### src/rtl/hd_isqrt.sv
// Pipelined square root: floor(sqrt(v * 2^30)) for a Q30 value, one root bit per stage.
module hd_isqrt (
   input  logic        clock,
   input  logic        reset,
   input  logic        in_valid,
   input  logic [30:0] in_value,
   output logic        out_valid,
   output logic [30:0] out_root
);

   localparam int BITS = 31;

   logic [60:0] rem_ff  [0:BITS];
   logic [30:0] root_ff [0:BITS];
   logic        v_ff    [0:BITS];

   // load the scaled value
   always_ff @(posedge clock) begin
      if (reset) begin
         v_ff[0] <= 1'b0;
      end else begin
         v_ff[0] <= in_valid;
      end
   end

   always_ff @(posedge clock) begin
      rem_ff[0]  <= {in_value, 30'd0};
      root_ff[0] <= '0;
   end

   // decide root bit k = BITS-1-j in stage j
   for (genvar j = 0; j < BITS; j++) begin : g_bit
      localparam int K = BITS - 1 - j;
      logic [62:0] trial;

      assign trial = ({32'd0, root_ff[j]} << (K + 1)) + (63'd1 << (2 * K));

      always_ff @(posedge clock) begin
         if (reset) begin
            v_ff[j+1] <= 1'b0;
         end else begin
            v_ff[j+1] <= v_ff[j];
         end
      end

      always_ff @(posedge clock) begin
         if ({2'b00, rem_ff[j]} >= trial) begin
            rem_ff[j+1]  <= 61'({2'b00, rem_ff[j]} - trial);
            root_ff[j+1] <= root_ff[j] | (31'd1 << K);
         end else begin
            rem_ff[j+1]  <= rem_ff[j];
            root_ff[j+1] <= root_ff[j];
         end
      end
   end

   assign out_valid = v_ff[BITS];
   assign out_root  = root_ff[BITS];

endmodule

### config.mk
export PLATFORM = sky130hd
export DESIGN_NAME = hd_isqrt
export DESIGN_NICKNAME = d
export VERILOG_FILES = /design/src/rtl/hd_isqrt.sv
export SDC_FILE = /design/constraint.sdc
export NUM_CORES = 2
export LEC_CHECK = 0
export BUFFER_PORTS_ARGS = -buffer_cell sky130_fd_sc_hd__buf_4
export CAP_MARGIN = 20
export CORE_MARGIN = 2
export CORE_UTILIZATION = 31
export CTS_CLUSTER_SIZE = 20
export DETAILED_ROUTE_END_ITERATION = 16
export SLEW_MARGIN = 15
export SYNTH_ARGS = -nofsm -noshare
export SYNTH_HDL_FRONTEND = slang
export SYNTH_SLANG_ARGS = --single-unit
### constraint.sdc
create_clock -name clock -period 4.8 [get_ports clock]
set_clock_uncertainty 0.05 [all_clocks]
set_input_delay 0.96 -clock clock [delete_from_list [all_inputs] [get_ports clock]]
set_output_delay 0.96 -clock clock [all_outputs]
set_load 0.01 [all_outputs]
After elaboration in Yosys (flattened, before gate mapping)
Memory sizes are Yosys's and may differ from the RTL's.
Cells that the tools add are included.
Widths: inputs -> output; s select.

operators by class
  $add $sub $neg = 62
  shifts and indexed selects = 0
  equality and inequality tests = 0
  $lt $le $gt $ge = 31
  div/mod/pow operators = 0
  multipliers = 0
  reduce and logical (&&, ||, !) cells = 0
  mux-type cells = 190
  bitwise operators = 94

operators by type and width
  operator                number
  $mux 61                 31
  $mux 31                 31
  $sub 61x61->61          3
  $mux 1                  128
  $or 1x1->1              94
  $add 62x61->63 const B  1
  $ge 61x63->1            1
  $add 61x59->62 const B  1
  $ge 61x62->1            1
  $add 60x57->61 const B  1
  $ge 61x33->1            1
  $ge 61x34->1            1
  $ge 61x35->1            1
  $ge 61x36->1            1
  $ge 61x37->1            1
  $ge 61x38->1            1
  $ge 61x39->1            1
  $ge 61x40->1            1
  $ge 61x41->1            1
  $ge 61x42->1            1
  $ge 61x43->1            1
  $ge 61x44->1            1
  $ge 61x45->1            1
  $ge 61x46->1            1
  other kinds (71)        71

storage, ports and cells
  latch bits = 0
  memories = 3
  logic and storage cells = 380
  output and inout bits = 32
  register bits after elaboration = 0
  bits in read-only memories = 0
  memory bits (writable) = 2976

memory list
  name     words  width  rd ports  clocked after Yosys merged registers in  wr ports  RTL line  text
  rem_ff   32     61     31        0                                        32        13        logic [60:0] rem_ff [0:BITS];
  root_ff  32     31     32        0                                        32        14        logic [30:0] root_ff [0:BITS];
  v_ff     32     1      32        0                                        32        15        logic v_ff [0:BITS];

Logic depth before layout (Yosys ltp)
An unclocked memory read counts as a cell.

  depth after elaboration = 6
  gate-level depth with buffers = 14

Least setup slack after synthesis
Ideal clock, no wire load.

  kind = register to register
  from = memory root_ff[28][3], in the netlist root_ff[3][127]
  to = memory rem_ff[29][50]
  path buffers = 1
  setup time = 72 ps
  setup slack = 1469 ps
  data arrival time = 3209 ps
  period minus slack after synthesis = 3331 ps
  data required time = 4678 ps
  cell stages (with the launch flop) = 14
  path through = dfxtp_1 inv_1 ha_1 fa_1 a211oi_1 o211ai_1 a41oi_1 o21bai_1 o41ai_1 o41ai_1 a211o_1 buf_1 nor3_1 xor2_1

RTL lines
  item                RTL line
  start: declaration  14
  end: declaration    13

==> flow_metrics.tcl <==
set metrics [dict create \
    status "complete, no violations" \
    viasPerCell 4.83 \
    cpMaxStageDelayCell "o31ai_1" \
    grt_max_degree 53 \
    tns_ns 0 \
    clkSinkCount 1685 \
    area_growth_pct 14.1 \
    num_io_pins 66 \
    grt_pass1_wl_um 272000 \
    crit_path_start_kind "register" \
    num_rows 176 \
    pwr_density_cell_nw_per_um2 588 \
    numPortBuffers 65 \
    clockBufferDepth 3 \
    cts_setup_buffers 0 \
    critical_path_arrival_ns 4.66 \
    worst_slew_pin_slew_ns 1.03 \
    cts-hold-fix-buffers 0 \
    root_buffer "clkbuf_16" \
    cp_slowest_stage_delay_ns 0.49 \
    cp_max_fo 11 \
    cp_common_cell "a211oi_1" \
    synth_area_leader_cell "dfxtp_1" \
    core_region_area_um2 230000 \
    yosys_most_used_dff "dfxtp_1" \
    slew_headroom 0.307 \
    p_leak_nw 37.3 \
    drcViolationCount 0 \
    postSynthAreaPerCell_um2 9.35 \
    die_w_um 485 \
    synthTopCellsByCount "1685 x dfxtp_1, 634 x inv_1, 607 x nand2_1" \
    stdcell_count 10900 \
    path_clk_slew_ns 0.06 \
    crit_path_end_kind "register" \
    final_nets 8318 \
    grt_overflow 0 \
    grt_util_all_layers 0.139 \
    netlist_area_um2 71600 \
    synth-seq-area-share 0.471 \
    synth_cells 7656 \
    drv_slew 0 \
    ys_ff_latch 1685 \
    holdWs_ns 0.165 \
    peakVddDrop_mv 0.350 \
    synthDistinctLibCells 94 \
    fin_crit_sh 0.847 \
    setup.worst_path.class "register to register" \
    setup_viol_count_final 0 \
    n_fill_cell 23000 \
    first_global_vias 54300 \
    initial_utilization 0.312 \
    synth_async_sr_flop_share 0 \
    clock_latency_ns 0.85 \
    drt_wl_total_um 166000 \
    synth_top_area_share 0.471 \
    cp.required_ns 5.39 \
    period_minus_slack_ns 4.06 \
    antenna_found_initial 2 \
    hold_path_class "primary input to register" \
    cts_buffers 168 \
    ant_nets 0 \
    yosys_warnings 0 \
    synth_edf_count 0 \
    cts_tree "built" \
    gp_congestion 0.933 \
    dieArea_um2 235000 \
    hold_viol_final 0 \
    dr.pass1.iters 7 \
    synth_nets 8199 \
    die_h_um 485 \
    dp_hpwl_um 129000 \
    max_cap_viol_count 0 \
    drt_iter0_drc 2646 \
    synth.most_common_cell "dfxtp_1" \
    rsz0062_at_grt "no" \
    post-place-cells 10600 \
    yosys-top-cells-area "dfxtp_1 47%, ha_1 8.6%, xor2_1 5.0%, xnor2_1 4.1%, inv_1 3.3%" \
    wire_per_inst_um 15.1 \
    max_freq_mhz 246 \
    crit_chain "inv_1, ha_1, a211oi_1, o21ai_1, o31ai_1, a211oi_1, or3_1, a21oi_1, o21ai_0, buf_4, nor4_1, xor2_1" \
    htreeDepth 4 \
    drive_gt1_frac 0.0638 \
    route.vias.total 52900 \
    cts_resized 0 \
]
==> cell usage in the layout (no fill, tap or decap), types with 21 or more instances in the layout <==
cell	count
a211oi_1	48
a21o_1	178
a21oi_1	443
a31oi_1	43
and2_1	24
and3_1	36
buf_4	104
clkbuf_1	29
clkbuf_16	168
clkbuf_8	36
clkinv_2	37
dfxtp_1	1685
ha_1	494
inv_1	634
mux2_2	38
nand2_1	607
nand2b_1	88
nand3_1	149
nand3b_1	23
nand4_1	78
nor2_1	476
nor2b_1	100
nor3_1	216
nor4_1	173
nor4b_1	21
o211ai_1	40
o21a_1	85
o21ai_0	454
o21ai_1	22
o21bai_1	52
o31ai_1	59
or2_2	34
or3_1	102
or4_1	51
xnor2_1	336
xor2_1	408
==> registers in the layout, indices dropped and copies added, names as in the netlist <==
name and cells:
rem_ff 1157, v_ff 32, root_ff 496
==> worst max-delay path: cells and delay by family, from the launching register on <==
family / cells / cell delay, ns
fa+ha+maj: 1 / 0.36
flops: 1 / 0.35
compound gates: 6 / 1.90
xor+xnor: 1 / 0.12
simple gates: 2 / 0.85
buf+inv: 2 / 0.26
==> through the flow <==
| step | instance area (um2) | worst slack (ns) | utilization | power (W) |
|---|---|---|---|---|
| global route | 81700 | 0.421 | 0.355 | 0.0511 |
| floorplan | 71600 | 1.47 | - | 0.0304 |
| finish | 81700 | 0.735 | 0.355 | 0.0481 |
| detailed placement | 75600 | 0.792 | 0.329 | 0.0345 |
| CTS | 81700 | 0.751 | 0.355 | 0.0484 |
| global placement | 75600 | 0.771 | 0.329 | 0.0342 |
==> where the power goes <==
part	switching [W]	leakage, nW	total (W)	internal [W]
clock network	0.00577	2.94	0.0138	0.00801
logic	0.00757	20.3	0.0135	0.00594
registers	0.00313	14.0	0.0208	0.0176
total	0.0165	37.3	0.0481	0.0316
==> metal layers <==
| metal | vias to the layer above | track usage | part of all wire |
|---|---|---|---|
| met1 | 24800 | 0.146 | 0.40 |
| met4 | 4 | 0.0619 | 0.042 |
| met3 | 420 | 0.0210 | 0.030 |
| met2 | 965 | 0.268 | 0.52 |
| met5 | - | 0 | 0.0013 |
| li1 | 26800 | - | - |
==> layout make-up <==
| class | count | area (um2) | area share |
|---|---|---|---|
| Clock inverter | 83 | 1220 | 0.0150 |
| Antenna cell | 2 | 5.00 | 0.0000613 |
| Clock buffer | 233 | 4810 | 0.0589 |
| Tap cell | 3026 | 3790 | 0.0463 |
| Inverter | 642 | 2410 | 0.0295 |
| Timing Repair Buffer | 104 | 781 | 0.00956 |
| Multi-Input combinational cell | 5174 | 34900 | 0.428 |
| Sequential cell | 1685 | 33700 | 0.413 |
==> worst paths after layout <==
check             slack (ns)           start              to  cells past startpoint
setup reg to reg        0.74  root_ff[3][11]  rem_ff[25][49]                     12
hold / removal          0.17     in_value[0]   rem_ff[0][30]                      1
hold reg to reg         0.27   rem_ff[0][59]   rem_ff[1][59]                      0
setup / recovery        0.74  root_ff[3][11]  rem_ff[25][49]                     12
==> cell families (layout without fill, tap and decap cells) <==
| logic type | Yosys count | count (layout) | share of synthesized area |
|---|---|---|---|
| buffers and inverters | 797 | 1062 | 0.0420 |
| muxes | 41 | 41 | 0.00641 |
| other | 1 | 3 | 0.0000524 |
| adders and majority gates | 509 | 509 | 0.0905 |
| DFF | 1685 | 1685 | 0.471 |
| AOI/OAI and AO/OA | 1621 | 1621 | 0.141 |
| xor gates and xnor gates | 744 | 744 | 0.0910 |
| and+or+nand+nor | 2258 | 2258 | 0.158 |
Power figures use the tool's default switching activity.
